## src/rtl/ehts_pkg.sv

```systemverilog
// ============================================================================
// ehts_pkg
// Types and constants shared by the embedded-controller host sequencer.
// ============================================================================
package ehts_pkg;

   // Request actions.
   localparam logic [2:0] ACT_READ   = 3'd0;
   localparam logic [2:0] ACT_WRITE  = 3'd1;
   localparam logic [2:0] ACT_QUERY  = 3'd2;
   localparam logic [2:0] ACT_SAMPLE = 3'd3;
   localparam logic [2:0] ACT_SCI    = 3'd4;

   // Status register bit positions.
   localparam int ST_OBF_BIT = 0;
   localparam int ST_IBF_BIT = 1;
   localparam int ST_SCI_BIT = 5;

   // Controller commands.
   localparam logic [7:0] CMD_READ  = 8'h80;
   localparam logic [7:0] CMD_WRITE = 8'h81;
   localparam logic [7:0] CMD_QUERY = 8'h84;

   // Poll limit after reset.
   localparam logic [15:0] POLL_RESET = 16'd1000;

   // Completion codes.
   localparam logic [1:0] STS_OK      = 2'd0;
   localparam logic [1:0] STS_TIMEOUT = 2'd1;
   localparam logic [1:0] STS_NO_DATA = 2'd2;
   localparam logic [1:0] STS_REJECT  = 2'd3;

   typedef enum logic [2:0] {
      PH_IDLE    = 3'd0,
      PH_RD_CMD  = 3'd1,
      PH_RD_ADDR = 3'd2,
      PH_WR_CMD  = 3'd3,
      PH_WR_ADDR = 3'd4,
      PH_WR_DATA = 3'd5,
      PH_QUERY   = 3'd6
   } phase_type;

   typedef struct packed {
      phase_type   phase;
      logic [15:0] polls_left;
      logic [7:0]  held_address;
      logic [7:0]  held_write_byte;
   } state_type;

   typedef struct packed {
      logic       port_write_valid;
      logic       port_is_data;
      logic [7:0] port_value;
      logic       done_res;
      logic [1:0] status_code;
      logic [7:0] read_data;
      logic       busy_res;
   } result_type;

endpackage

```

## src/rtl/ehts_step.sv

```systemverilog
// ============================================================================
// ehts_step
// Combinational transaction step: from the held state and one input item,
// forms the next state and the result item.
// ============================================================================
module ehts_step (
   input  ehts_pkg::state_type  cur_state,
   input  logic [15:0]          poll_limit,
   input  logic [2:0]           action,
   input  logic [7:0]           address,
   input  logic [7:0]           write_data,
   input  logic [7:0]           status_byte,
   input  logic [7:0]           data_byte,
   output ehts_pkg::state_type  nxt_state,
   output ehts_pkg::result_type result
);

   logic busy;
   logic request;
   logic cond_met;
   logic wait_obf;

   // Classify the item.
   assign busy    = cur_state.phase != ehts_pkg::PH_IDLE;
   assign request = (action == ehts_pkg::ACT_READ) || (action == ehts_pkg::ACT_WRITE) ||
                    (action == ehts_pkg::ACT_QUERY) ||
                    ((action == ehts_pkg::ACT_SCI) && status_byte[ehts_pkg::ST_SCI_BIT]);

   // The read byte and queries wait for output-buffer-full, the other phases for
   // input-buffer-empty.
   assign wait_obf = (cur_state.phase == ehts_pkg::PH_RD_ADDR) ||
                     (cur_state.phase == ehts_pkg::PH_QUERY);
   assign cond_met = wait_obf ? status_byte[ehts_pkg::ST_OBF_BIT]
                              : !status_byte[ehts_pkg::ST_IBF_BIT];

   // Transaction update.
   always_comb begin
      nxt_state = cur_state;
      result    = '0;
      if (request && busy) begin
         result.done_res    = 1'b1;
         result.status_code = ehts_pkg::STS_REJECT;
      end else if (request) begin
         result.port_write_valid = 1'b1;
         nxt_state.polls_left    = poll_limit;
         case (action)
            ehts_pkg::ACT_READ: begin
               nxt_state.held_address = address;
               nxt_state.phase        = ehts_pkg::PH_RD_CMD;
               result.port_value      = ehts_pkg::CMD_READ;
            end
            ehts_pkg::ACT_WRITE: begin
               nxt_state.held_address    = address;
               nxt_state.held_write_byte = write_data;
               nxt_state.phase           = ehts_pkg::PH_WR_CMD;
               result.port_value         = ehts_pkg::CMD_WRITE;
            end
            default: begin
               nxt_state.phase   = ehts_pkg::PH_QUERY;
               result.port_value = ehts_pkg::CMD_QUERY;
            end
         endcase
      end else if ((action == ehts_pkg::ACT_SAMPLE) && busy) begin
         if (!cond_met) begin
            if (cur_state.polls_left <= 16'd1) begin
               nxt_state.polls_left = '0;
               nxt_state.phase      = ehts_pkg::PH_IDLE;
               result.done_res      = 1'b1;
               result.status_code   = ehts_pkg::STS_TIMEOUT;
            end else begin
               nxt_state.polls_left = cur_state.polls_left - 16'd1;
            end
         end else begin
            nxt_state.polls_left = poll_limit;
            case (cur_state.phase)
               ehts_pkg::PH_RD_CMD: begin
                  result.port_write_valid = 1'b1;
                  result.port_is_data     = 1'b1;
                  result.port_value       = cur_state.held_address;
                  nxt_state.phase         = ehts_pkg::PH_RD_ADDR;
               end
               ehts_pkg::PH_RD_ADDR: begin
                  result.done_res  = 1'b1;
                  result.read_data = data_byte;
                  nxt_state.phase  = ehts_pkg::PH_IDLE;
               end
               ehts_pkg::PH_WR_CMD: begin
                  result.port_write_valid = 1'b1;
                  result.port_is_data     = 1'b1;
                  result.port_value       = cur_state.held_address;
                  nxt_state.phase         = ehts_pkg::PH_WR_ADDR;
               end
               ehts_pkg::PH_WR_ADDR: begin
                  result.port_write_valid = 1'b1;
                  result.port_is_data     = 1'b1;
                  result.port_value       = cur_state.held_write_byte;
                  nxt_state.phase         = ehts_pkg::PH_WR_DATA;
               end
               ehts_pkg::PH_WR_DATA: begin
                  result.done_res = 1'b1;
                  nxt_state.phase = ehts_pkg::PH_IDLE;
               end
               ehts_pkg::PH_QUERY: begin
                  result.done_res    = 1'b1;
                  result.read_data   = data_byte;
                  result.status_code = (data_byte == 8'd0) ? ehts_pkg::STS_NO_DATA
                                                           : ehts_pkg::STS_OK;
                  nxt_state.phase    = ehts_pkg::PH_IDLE;
               end
               default: begin
                  nxt_state.phase = ehts_pkg::PH_IDLE;
               end
            endcase
         end
      end
      result.busy_res = nxt_state.phase != ehts_pkg::PH_IDLE;
   end

endmodule

```

## src/rtl/ec_host_transaction_sequencer.sv

```systemverilog
// ============================================================================
// ec_host_transaction_sequencer
// Host side of the embedded-controller handshake: sequences read, write and
// query transactions over polled status samples.
// ============================================================================
//   Channel  Direction  Carries
//   req_     in         action, address, write_data, status_byte, data_byte
//   rsp_     out        port write, completion, read byte, busy flag
//   csr_     in         poll_limit write data
//
// Each item is processed as it is transferred, and its result is held in the
// result register on the next cycle; one item a cycle while req_ready is high.
// The rate is set by the single step of the phase logic and poll counter.
// req_ready stays high while the result register is empty or being emptied.
// Reset is synchronous: idle, poll counter zero, poll_limit 1000; csr_ready
// is always high.
module ec_host_transaction_sequencer (
   input  logic        clock,
   input  logic        reset,
   input  logic        req_valid,
   output logic        req_ready,
   input  logic [2:0]  req_action,
   input  logic [7:0]  req_address,
   input  logic [7:0]  req_write_data,
   input  logic [7:0]  req_status_byte,
   input  logic [7:0]  req_data_byte,
   output logic        rsp_valid,
   input  logic        rsp_ready,
   output logic        rsp_port_write_valid,
   output logic        rsp_port_is_data,
   output logic [7:0]  rsp_port_value,
   output logic        rsp_done_res,
   output logic [1:0]  rsp_status_code,
   output logic [7:0]  rsp_read_data,
   output logic        rsp_busy_res,
   input  logic        csr_valid,
   output logic        csr_ready,
   input  logic [15:0] csr_data
);

   ehts_pkg::state_type  state_ff;
   ehts_pkg::state_type  state_in;
   ehts_pkg::result_type result_ff;
   ehts_pkg::result_type result_in;
   logic [15:0]          poll_limit_ff;
   logic                 rsp_valid_ff;
   logic                 req_xfer;

   // Handshakes.
   assign req_ready = !rsp_valid_ff || rsp_ready;
   assign req_xfer  = req_valid && req_ready;
   assign csr_ready = 1'b1;

   // Transaction step.
   ehts_step u_step (
      .cur_state   (state_ff),
      .poll_limit  (poll_limit_ff),
      .action      (req_action),
      .address     (req_address),
      .write_data  (req_write_data),
      .status_byte (req_status_byte),
      .data_byte   (req_data_byte),
      .nxt_state   (state_in),
      .result      (result_in)
   );

   // Configuration register.
   always_ff @(posedge clock) begin
      if (reset) begin
         poll_limit_ff <= ehts_pkg::POLL_RESET;
      end else if (csr_valid) begin
         poll_limit_ff <= csr_data;
      end
   end

   // Transaction state, updated on each input transfer.
   always_ff @(posedge clock) begin
      if (reset) begin
         state_ff <= '{phase: ehts_pkg::PH_IDLE, polls_left: '0,
                       held_address: '0, held_write_byte: '0};
      end else if (req_xfer) begin
         state_ff <= state_in;
      end
   end

   // Result register valid flag.
   always_ff @(posedge clock) begin
      if (reset) begin
         rsp_valid_ff <= 1'b0;
      end else if (req_xfer) begin
         rsp_valid_ff <= 1'b1;
      end else if (rsp_ready) begin
         rsp_valid_ff <= 1'b0;
      end
   end

   // Result payload.
   always_ff @(posedge clock) begin
      if (req_xfer) begin
         result_ff <= result_in;
      end
   end

   assign rsp_valid            = rsp_valid_ff;
   assign rsp_port_write_valid = result_ff.port_write_valid;
   assign rsp_port_is_data     = result_ff.port_is_data;
   assign rsp_port_value       = result_ff.port_value;
   assign rsp_done_res         = result_ff.done_res;
   assign rsp_status_code      = result_ff.status_code;
   assign rsp_read_data        = result_ff.read_data;
   assign rsp_busy_res         = result_ff.busy_res;

endmodule

```

## config.mk

```make
export PLATFORM = sky130hd
export DESIGN_NAME = ec_host_transaction_sequencer
export DESIGN_NICKNAME = d
export VERILOG_FILES = /design/src/rtl/ehts_pkg.sv /design/src/rtl/ehts_step.sv /design/src/rtl/ec_host_transaction_sequencer.sv
export SDC_FILE = /design/constraint.sdc
export NUM_CORES = 1
export LEC_CHECK = 0
export BUFFER_PORTS_ARGS = -buffer_cell sky130_fd_sc_hd__clkbuf_2
export CAP_MARGIN = 30
export CORE_UTILIZATION = 44
export CTS_CLUSTER_SIZE = 40
export DETAILED_ROUTE_END_ITERATION = 16
export PLACE_DENSITY = 0.67
export SLEW_MARGIN = 20
export SYNTH_ARGS = -nofsm -noshare
export SYNTH_HDL_FRONTEND = slang
export SYNTH_SLANG_ARGS = --single-unit
```

## constraint.sdc

```tcl
create_clock -name clock -period 7.1 [get_ports clock]
set_clock_uncertainty 0.2 [all_clocks]
set_input_delay 1.42 -clock clock [delete_from_list [all_inputs] [get_ports clock]]
set_output_delay 1.42 -clock clock [all_outputs]
set_load 0.02 [all_outputs]
```

==> flow_metrics.env, run 1 <==
export IMPL_layout_drive_gt1_share_pct=24.5
export IMPL_syn_nets=423
export IMPL_fin_crit_ns=3.44
export IMPL_die_w_um=91.7
export IMPL_vias=2957
export IMPL_worst_slack_ns=3.66
export IMPL_syn_inst=365
export IMPL_peakVddDrop_v=0.000152
export IMPL_first_global_vias=2743
export IMPL_rsz0062_at_grt="false"
export IMPL_period_share_pct=48.4
export IMPL_hold_violations=0
export IMPL_final_max_slew_viol_count=0
export IMPL_dp_slack_ns=2.87
export IMPL_cts_buffers=9
export IMPL_wl_met3_um=429
export IMPL_row_count=32
export IMPL_antenna_found_initial=0
export IMPL_top_layer="met4"
export IMPL_critPathMaxFanout=3
export IMPL_cts_tree="done"
export IMPL_combPwrFrac_pct=17.4
export IMPL_end_kind="output pin"
export IMPL_leakage_nw=1.79
export IMPL_hold_buffers=0
export IMPL_area_sequential_mm2=0.00170
export IMPL_worstSkewPairLatency_ns=0.36
export IMPL_synth_edf_count=22
export IMPL_routed_wl_um=7680
export IMPL_syn_to_final_growth_pct=19.6
export IMPL_fin_hold_ws_ns=0.286
export IMPL_ys_async_sr_fraction_pct=0
export IMPL_fin_tns_setup_ns=0
export IMPL_status="finished, final reports clean"
export IMPL_grt_pass1_wl_um=13000
export IMPL_ctsResizeCount=0
export IMPL_start_util_pct=45.6
export IMPL_worst_slew_pin_slew_ns=0.806
export IMPL_cp_data_arrival_time_ns=1.82
export IMPL_clk_pin_slew_worst_paths_ns=0.08
export IMPL_post_cts_setup_buffers=0
export IMPL_io_buffers=74
export IMPL_grt_max_degree=33
export IMPL_drc=0
export IMPL_ios=81
export IMPL_p_clk_share_pct=36.0
export IMPL_relSlewSlack_pct=46.1
export IMPL_yosysWarnings=0
export IMPL_multiInputGateArea_mm2=0.00172
export IMPL_swShare_pct=27.8
export IMPL_worstSetupStartpointType="primary input"
export IMPL_syn_area_mm2=0.00354
export IMPL_p_per_area_mw_per_mm2=242
export IMPL_dieHeight_um=91.7
export IMPL_required_ns=5.48
export IMPL_root_buffer="clkbuf_8"
export IMPL_critPathKind="primary input to output pin"
export IMPL_p_switching_w=0.000285
export IMPL_postRouteAntennaNets=0
export IMPL_wire_per_inst_um=14.2
export IMPL_diodes=0
export IMPL_gp_congestion=0.800
export IMPL_drt_iter0_drc=191
export IMPL_synthFlopType="dfxtp_1"
export IMPL_internal_power_w=0.000741
export IMPL_fill_cells=742
export IMPL_dp_hpwl_um=5330
export IMPL_dpl_cell_count=525
export IMPL_nets=493
export IMPL_grt_overflow_total=0
export IMPL_synth_seq_cells=74
export IMPL_cts_htree_levels=3
export IMPL_final_core_util_pct=54.5
export IMPL_stdcell_count=542
export IMPL_hold_path_class="flip-flop to flip-flop"
export IMPL_dr_pass1_iters=4
export IMPL_ys_types=68
export IMPL_max_cap_violations=0
export IMPL_grt_total_usage_pct=19.8
export IMPL_core_area_mm2=0.00777
export IMPL_clkSinkCount=74
export IMPL_fmax_mhz=291
export IMPL_ys_seq_area_share_pct=48.1
export IMPL_setup_violations=0
export IMPL_vias_per_cell=5.46
export IMPL_clk_path_buf_depth=2
export IMPL_met1_length_um=3620
export IMPL_dieArea_mm2=0.00840
export IMPL_syn_area_per_cell_um2=9.69
export IMPL_seqPwrFrac_pct=46.6
export IMPL_wl_met2_um=3490
worst paths after layout:
check	cells after the start	slack, ns	from	to
setup / recovery	3	3.66	rsp_ready	req_ready
setup reg to reg	6	4.22	state_ff[32]	state_ff[31]
hold reg to reg	2	0.29	poll_limit_ff[5]	state_ff[21]
hold / removal	2	0.29	poll_limit_ff[5]	state_ff[21]
metrics by stage:
step                      instance area, um^2  power (W)
final                                    4230    0.00103
after detailed placement                 3980   0.000663
after floorplan                          3540   0.000613
after CTS                                4200    0.00103
after global routing                     4230    0.00108
after global placement                   3950   0.000657
routing by layer:
layer	vias to the layer above	GRT usage [%]
met4	0	10.8
li1	1487	-
met3	12	4.39
met5	-	0
met2	91	30.8
met1	1367	25.4
final cells by class:
cell class / instances / share of cell area (%)
flip-flops and latches: 74 / 40.2
clock inverters: 6 / 2.07
multi-input cells: 267 / 40.6
inverters: 5 / 0.444
clock buffers: 10 / 3.25
well taps: 102 / 3.02
repair buffers: 78 / 10.4
layout by cell type, fill, tap and decap left out, drive strengths merged, types with 3 or more instances in the layout:
| cell type | count |
|---|---|
| inv | 6 |
| nand2b | 5 |
| dfxtp | 52 |
| nand3 | 6 |
| a22o | 5 |
| nand2 | 21 |
| o31ai | 4 |
| mux2i | 27 |
| and2 | 8 |
| nor4 | 8 |
| or3 | 8 |
| a211o | 6 |
| o21a | 3 |
| a311oi | 3 |
| edfxtp | 22 |
| a21oi | 17 |
| nor2b | 9 |
| a22oi | 3 |
| clkbuf | 84 |
| buf | 4 |
| nor3 | 13 |
| nor2 | 55 |
| nand3b | 5 |
| o21ai | 17 |
| xor2 | 5 |
| o211ai | 4 |
Yosys cell counts, types with 2 or more instances:
master / count / area share [%]
nor2_2: 2 / 0.35
nand2_1: 21 / 2.2
buf_4: 3 / 0.64
nand3_1: 5 / 0.71
nand4_1: 2 / 0.35
o21a_1: 2 / 0.42
o32ai_1: 2 / 0.50
buf_2: 5 / 0.71
nand2b_1: 4 / 0.71
mux2i_1: 27 / 7.6
ha_1: 2 / 0.71
edfxtp_1: 22 / 19
a21oi_1: 17 / 2.4
inv_1: 4 / 0.42
a311oi_1: 3 / 0.74
dfxtp_1: 52 / 29
nor4_1: 7 / 1.2
o211ai_1: 4 / 0.85
nor2b_1: 9 / 1.6
xor2_1: 5 / 1.2
a211o_1: 6 / 1.5
clkbuf_1: 8 / 0.85
a31oi_1: 2 / 0.35
nand3b_1: 4 / 0.85
and2_1: 8 / 1.4
nor2_1: 53 / 5.6
or3_1: 8 / 1.4
xnor2_1: 2 / 0.50
o41ai_1: 2 / 0.50
nor3_1: 12 / 1.7
a22o_1: 5 / 1.2
a22oi_1: 3 / 0.64
o21ai_1: 3 / 0.42
o21ai_0: 13 / 1.8
o31ai_1: 4 / 0.85
nor3b_1: 2 / 0.42
worst max-delay path: stages:
cell      delay, ns
clkbuf_2       0.07
nand2b_1       0.16
clkbuf_2       0.17
registers in the layout, indices dropped and copies added (netlist names):
| signal | count |
|---|---|
| rsp_port_value | 8 |
| rsp_done_res | 1 |
| state_ff | 35 |
| rsp_port_write_valid | 1 |
| rsp_port_is_data | 1 |
| rsp_busy_res | 1 |
| rsp_read_data | 8 |
| poll_limit_ff | 16 |
| rsp_status_code | 2 |
| rsp_valid | 1 |
cells by family after synthesis:
logic type	after synthesis	synth area share, %
buffers and inverters	24	3.39
AOI/OAI and AO/OA	81	16.1
other	1	0.106
adders and majority gates	2	0.707
muxes	28	7.96
DFF	74	48.1
xor gates and xnor gates	7	1.73
and+or+nand+nor	148	21.9
power by group through the flow:
stage | clock (W) | combinational [W] | sequential [W]
3_5_place_dp | 0 | 0.000175 | 0.000488
3_3_place_gp | 0 | 0.000170 | 0.000487
6_report | 0.000370 | 0.000178 | 0.000478
5_1_grt | 0.000396 | 0.000198 | 0.000481
4_1_cts | 0.000379 | 0.000176 | 0.000478
2_1_floorplan | 0 | 0.000122 | 0.000491
Note: power is estimated with default switching activity, not from simulation.
==> run 2, diff against run 1 <==
==> constraint.sdc (replaced) <==
create_clock -name clock -period 3.3 [get_ports clock]
set_clock_uncertainty 0.2 [all_clocks]
set_input_delay 0.66 -clock clock [delete_from_list [all_inputs] [get_ports clock]]
set_output_delay 0.66 -clock clock [all_outputs]
set_load 0.02 [all_outputs]
==> flow_metrics.env, run 2 (synthesized netlist as in run 1, its figures left out) <==
export IMPL_dp_hpwl_um=5460
export IMPL_dp_slack_ns=0.492
export IMPL_max_cap_violations=0
export IMPL_cts_htree_levels=3
export IMPL_crit_buf_inv=0
export IMPL_hold_buffers=0
export IMPL_fin_tns_setup_ns=0
export IMPL_cts_tree="done"
export IMPL_nets=498
export IMPL_critPathSlowestCell="dfxtp_1"
export IMPL_worstSkewPairLatency_ns=0.36
export IMPL_grt_max_degree=31
export IMPL_rsz0062_at_grt="false"
export IMPL_cp_data_arrival_time_ns=2.62
export IMPL_hold_depth=2
export IMPL_antenna_found_initial=0
export IMPL_vias_per_cell=5.39
export IMPL_hp_start="poll_limit_ff[5]"
export IMPL_gp_congestion=0.774
export IMPL_start_util_pct=45.6
export IMPL_period_share_pct=76.9
export IMPL_postRouteAntennaNets=0
export IMPL_critPathTopFamily="simple AND/OR/NAND/NOR gates"
export IMPL_final_cell_area_mm2=0.00422
export IMPL_r2r_cells=6
export IMPL_clk_pin_slew_worst_paths_ns=0.08
export IMPL_dieHeight_um=91.7
export IMPL_combPwrFrac_pct=18.2
export IMPL_cts_buffers=9
export IMPL_dr_pass1_iters=4
export IMPL_vias=2948
export IMPL_seqPwrFrac_pct=48.6
export IMPL_status="finished, final reports clean"
export IMPL_ctsResizeCount=0
export IMPL_crit_top_cell="nor2_1"
export IMPL_layout_drive_gt1_share_pct=25.2
export IMPL_worst_slew_pin_slew_ns=0.684
export IMPL_core_area_mm2=0.00777
export IMPL_required_ns=3.38
export IMPL_grt_pass1_wl_um=13100
export IMPL_worstSetupStartpointType="flip-flop"
export IMPL_final_cell_mix="clkbuf_2 (74), nor2_1 (53), dfxtp_1 (52)"
export IMPL_hold_violations=0
export IMPL_row_count=32
export IMPL_drt_iter0_drc=186
export IMPL_critPathMaxFanout=11
export IMPL_hold_path_class="flip-flop to flip-flop"
export IMPL_min_to="state_ff[21]"
export IMPL_worst_slack_ns=0.762
export IMPL_routed_wl_um=7660
export IMPL_fin_crit_ns=2.54
export IMPL_r2r_start="state_ff[32]"
export IMPL_io_buffers=74
export IMPL_final_common_cell="clkbuf_2"
export IMPL_p_clk_share_pct=33.2
export IMPL_swShare_pct=29.2
export IMPL_r2r_end="state_ff[31]"
export IMPL_clkSinkCount=74
export IMPL_internal_power_w=0.00150
export IMPL_leakage_nw=1.78
export IMPL_slowest_delay_ns=0.56
export IMPL_fmax_mhz=394
export IMPL_largest_reg_flops=35
export IMPL_diodes=0
export IMPL_clk_path_buf_depth=2
export IMPL_syn_to_final_growth_pct=19.2
export IMPL_post_cts_setup_buffers=0
export IMPL_dpl_cell_area_mm2=0.00402
export IMPL_cp_cell_sequence="nand2b_1, mux2_2, nor2_1, nor2_1, or4_1, a21oi_1"
export IMPL_setup_violations=0
export IMPL_first_global_vias=2771
export IMPL_drc=0
export IMPL_wire_per_inst_um=14.0
export IMPL_peakVddDrop_v=0.000346
export IMPL_dieArea_mm2=0.00840
export IMPL_relSlewSlack_pct=54.4
export IMPL_critPathKind="flip-flop to flip-flop"
export IMPL_root_buffer="clkbuf_8"
export IMPL_fill_cells=740
export IMPL_end_kind="flip-flop"
export IMPL_regMostFlops="state_ff"
export IMPL_top_regs="state_ff x35, poll_limit_ff x16"
export IMPL_grt_overflow_total=0
export IMPL_die_w_um=91.7
export IMPL_grt_total_usage_pct=19.7
export IMPL_p_switching_w=0.000616
export IMPL_final_max_slew_viol_count=0
export IMPL_p_per_area_mw_per_mm2=501
export IMPL_r2r_slack_ns=0.76
export IMPL_ios=81
## run 2: cell types whose count changed in the layout (fill, tap and decap cells not counted), sizes merged
cell	previous run	this run
bufinv	2	1
inv	6	5
buf	4	9
clkinvlp	1	3
## run 2: layout make-up
class	instances	area [um^2]	share of cell area [%]
clock buffers	10	128	3.03
clock inverters	6	66.3	1.57
inverters	5	18.8	0.445
multi-input cells	267	1720	40.7
flip-flops and latches	74	1700	40.4
well taps	102	128	3.03
repair buffers	83	458	10.9
## run 2: per-layer routing
| metal | part of all wire (%) | vias up | track usage (%) |
|---|---|---|---|
| li1 | - | 1489 | - |
| met1 | 48 | 1374 | 26.4 |
| met2 | 45 | 75 | 30.8 |
| met3 | 4.4 | 10 | 3.81 |
| met4 | 1.7 | 0 | 8.33 |
| met5 | 0 | - | 0 |
## run 2: through the flow
step | total power (W) | utilization (%) | hold WS, ns | std cells
finish | 0.00211 | 54.3 | 0.291 | 547
CTS | 0.00213 | 54.3 | 0.294 | 547
global route | 0.00222 | 54.3 | 0.300 | 547
global placement | 0.00142 | 51.4 | 0.274 | 530
detailed placement | 0.00143 | 51.8 | 0.279 | 531
floorplan | 0.00132 | - | 0.260 | 365
## run 2: worst max path at each step
| stage | startpoint | depth (start not counted) | endpoint |
|---|---|---|---|
| after floorplan | rsp_ready | 7 | state_ff[22] |
| after global placement | req_action[1] | 7 | state_ff[31] |
| after detailed placement | req_action[1] | 6 | state_ff[25] |
| after CTS | state_ff[18] | 6 | state_ff[28] |
| after global routing | state_ff[18] | 6 | state_ff[19] |
| final | state_ff[32] | 6 | state_ff[31] |
## run 2: power groups by stage
stage | clock (W) | combinational, W | sequential [W]
finish | 0.000701 | 0.000386 | 0.00103
CTS | 0.000719 | 0.000387 | 0.00103
floorplan | 0 | 0.000262 | 0.00106
global route | 0.000754 | 0.000434 | 0.00104
global placement | 0 | 0.000374 | 0.00105
detailed placement | 0 | 0.000385 | 0.00105
## run 2: tightest hold or removal path, stage by stage, from the launching register on
cell,delay [ns]
dfxtp_1,0.31
nor2_1,0.09
nor3_1,0.04
==> run 3, diff against run 2 <==
==> constraint.sdc (replaced) <==
create_clock -name clock -period 2.5 [get_ports clock]
set_clock_uncertainty 0.2 [all_clocks]
set_input_delay 0.5 -clock clock [delete_from_list [all_inputs] [get_ports clock]]
set_output_delay 0.5 -clock clock [all_outputs]
set_load 0.02 [all_outputs]
==> flow_metrics.env, run 3 (synthesized netlist as in run 1, its figures left out) <==
export IMPL_final_common_cell="clkbuf_2"
export IMPL_vias=2985
export IMPL_p_per_area_mw_per_mm2=679
export IMPL_drc=0
export IMPL_grt_total_usage_pct=19.3
export IMPL_critPathCapture="state_ff[25]"
export IMPL_fin_tns_setup_ns=0
export IMPL_diodes=0
export IMPL_hold_buffers=0
export IMPL_critPathMaxFanout=6
export IMPL_core_area_mm2=0.00777
export IMPL_cts_htree_levels=3
export IMPL_p_clk_share_pct=35.5
export IMPL_final_cell_mix="clkbuf_2 (74), nor2_1 (53), dfxtp_1 (52)"
export IMPL_worstSkewPairLatency_ns=0.35
export IMPL_start_util_pct=45.6
export IMPL_fmax_mhz=431
export IMPL_drt_iter0_drc=177
export IMPL_nets=511
export IMPL_r2r_cells=6
export IMPL_r2r_end="state_ff[25]"
export IMPL_leakage_nw=1.86
export IMPL_top_regs="state_ff x35, poll_limit_ff x16"
export IMPL_required_ns=2.55
export IMPL_peakVddDrop_v=0.000316
export IMPL_dr_pass1_iters=4
export IMPL_first_global_vias=2750
export IMPL_dp_hpwl_um=5570
export IMPL_largest_reg_flops=35
export IMPL_postRouteAntennaNets=0
export IMPL_cp_data_arrival_time_ns=2.37
export IMPL_fill_cells=723
export IMPL_dpl_cell_count=544
export IMPL_stdcell_count=560
export IMPL_crit_path_start="state_ff[33]"
export IMPL_die_w_um=91.7
export IMPL_post_cts_setup_buffers=0
export IMPL_dieHeight_um=91.7
export IMPL_grt_overflow_total=0
export IMPL_clk_path_buf_depth=2
export IMPL_relSlewSlack_pct=43.0
export IMPL_routed_wl_um=7740
export IMPL_antenna_found_initial=0
export IMPL_combPwrFrac_pct=18.6
export IMPL_swShare_pct=27.8
export IMPL_layout_drive_gt1_share_pct=27.7
export IMPL_hold_path_class="primary input to flip-flop"
export IMPL_p_switching_w=0.000817
export IMPL_hold_violations=0
export IMPL_rsz0062_at_grt="false"
export IMPL_regMostFlops="state_ff"
export IMPL_max_cap_violations=0
export IMPL_ctsResizeCount=0
export IMPL_root_buffer="clkbuf_8"
export IMPL_io_buffers=74
export IMPL_worst_slew_pin_slew_ns=0.854
export IMPL_status="finished, final reports clean"
export IMPL_grt_pass1_wl_um=12800
export IMPL_row_count=32
export IMPL_worstSetupStartpointType="flip-flop"
export IMPL_end_kind="flip-flop"
export IMPL_final_max_slew_viol_count=0
export IMPL_gp_congestion=0.844
export IMPL_syn_to_final_growth_pct=22.5
export IMPL_setup_violations=0
export IMPL_vias_per_cell=5.33
export IMPL_r2r_slack_ns=0.18
export IMPL_ios=81
export IMPL_clk_pin_slew_worst_paths_ns=0.08
export IMPL_period_share_pct=92.8
export IMPL_critPathKind="flip-flop to flip-flop"
export IMPL_internal_power_w=0.00213
export IMPL_cts_tree="done"
export IMPL_seqPwrFrac_pct=45.9
export IMPL_grt_max_degree=42
export IMPL_fin_crit_ns=2.32
export IMPL_clkSinkCount=74
export IMPL_dieArea_mm2=0.00840
export IMPL_r2r_start="state_ff[33]"
export IMPL_cts_buffers=9
export IMPL_wire_per_inst_um=13.8
==> run 3: how the worst min path moves through the flow <==
stage	from	to	slack [ns]	cells after the start
2_1_floorplan	state_ff[30]	state_ff[30]	0.26	2
3_3_place_gp	state_ff[9]	state_ff[9]	0.27	2
3_5_place_dp	state_ff[30]	state_ff[30]	0.28	2
4_1_cts	csr_data[7]	poll_limit_ff[7]	0.13	2
5_1_grt	csr_data[3]	poll_limit_ff[3]	0.14	2
6_report	csr_data[7]	poll_limit_ff[7]	0.15	2
==> run 3: worst max-delay path: stages, from the launching register on <==
cell,delay (ns)
dfxtp_1,0.42
buf_4,0.19
or3_1,0.18
nand2b_4,0.07
o21ai_0,0.56
nand2_1,0.28
a311oi_1,0.32
==> run 3: power groups by stage <==
stage / clock, W / sequential [W] / combinational, W
finish: 0.00105 / 0.00135 / 0.000548
CTS: 0.00108 / 0.00135 / 0.000542
global route: 0.00112 / 0.00136 / 0.000605
floorplan: 0 / 0.00139 / 0.000346
global placement: 0 / 0.00138 / 0.000532
detailed placement: 0 / 0.00138 / 0.000540
==> run 3: final cells by class <==
| type | instances | area, um^2 | share of cell area (%) |
|---|---|---|---|
| inverter | 5 | 20.0 | 0.462 |
| sequential | 74 | 1700 | 39.3 |
| tap | 102 | 128 | 2.94 |
| clock inverter | 6 | 87.6 | 2.02 |
| timing repair buffer | 96 | 536 | 12.4 |
| multi-input combinational | 267 | 1720 | 39.8 |
| clock buffer | 10 | 138 | 3.18 |
==> run 3: routing by layer <==
layer	vias up	track usage [%]	part of all wire [%]
li1	1519	-	-
met1	1363	25.5	47
met2	89	30.1	45
met3	14	3.90	5.9
met4	0	9.39	1.7
met5	-	0	0
==> run 3: stage by stage <==
stage	setup slack [ns]	total power (W)	cell area, um^2	utilization [%]	hold slack (ns)
after floorplan	0.161	0.00174	3540	-	0.260
after global placement	0.0648	0.00191	4100	52.8	0.274
after detailed placement	0.00943	0.00192	4100	52.8	0.282
after CTS	0.114	0.00298	4330	55.7	0.130
after global routing	0.0288	0.00309	4330	55.8	0.144
final	0.180	0.00294	4330	55.8	0.150
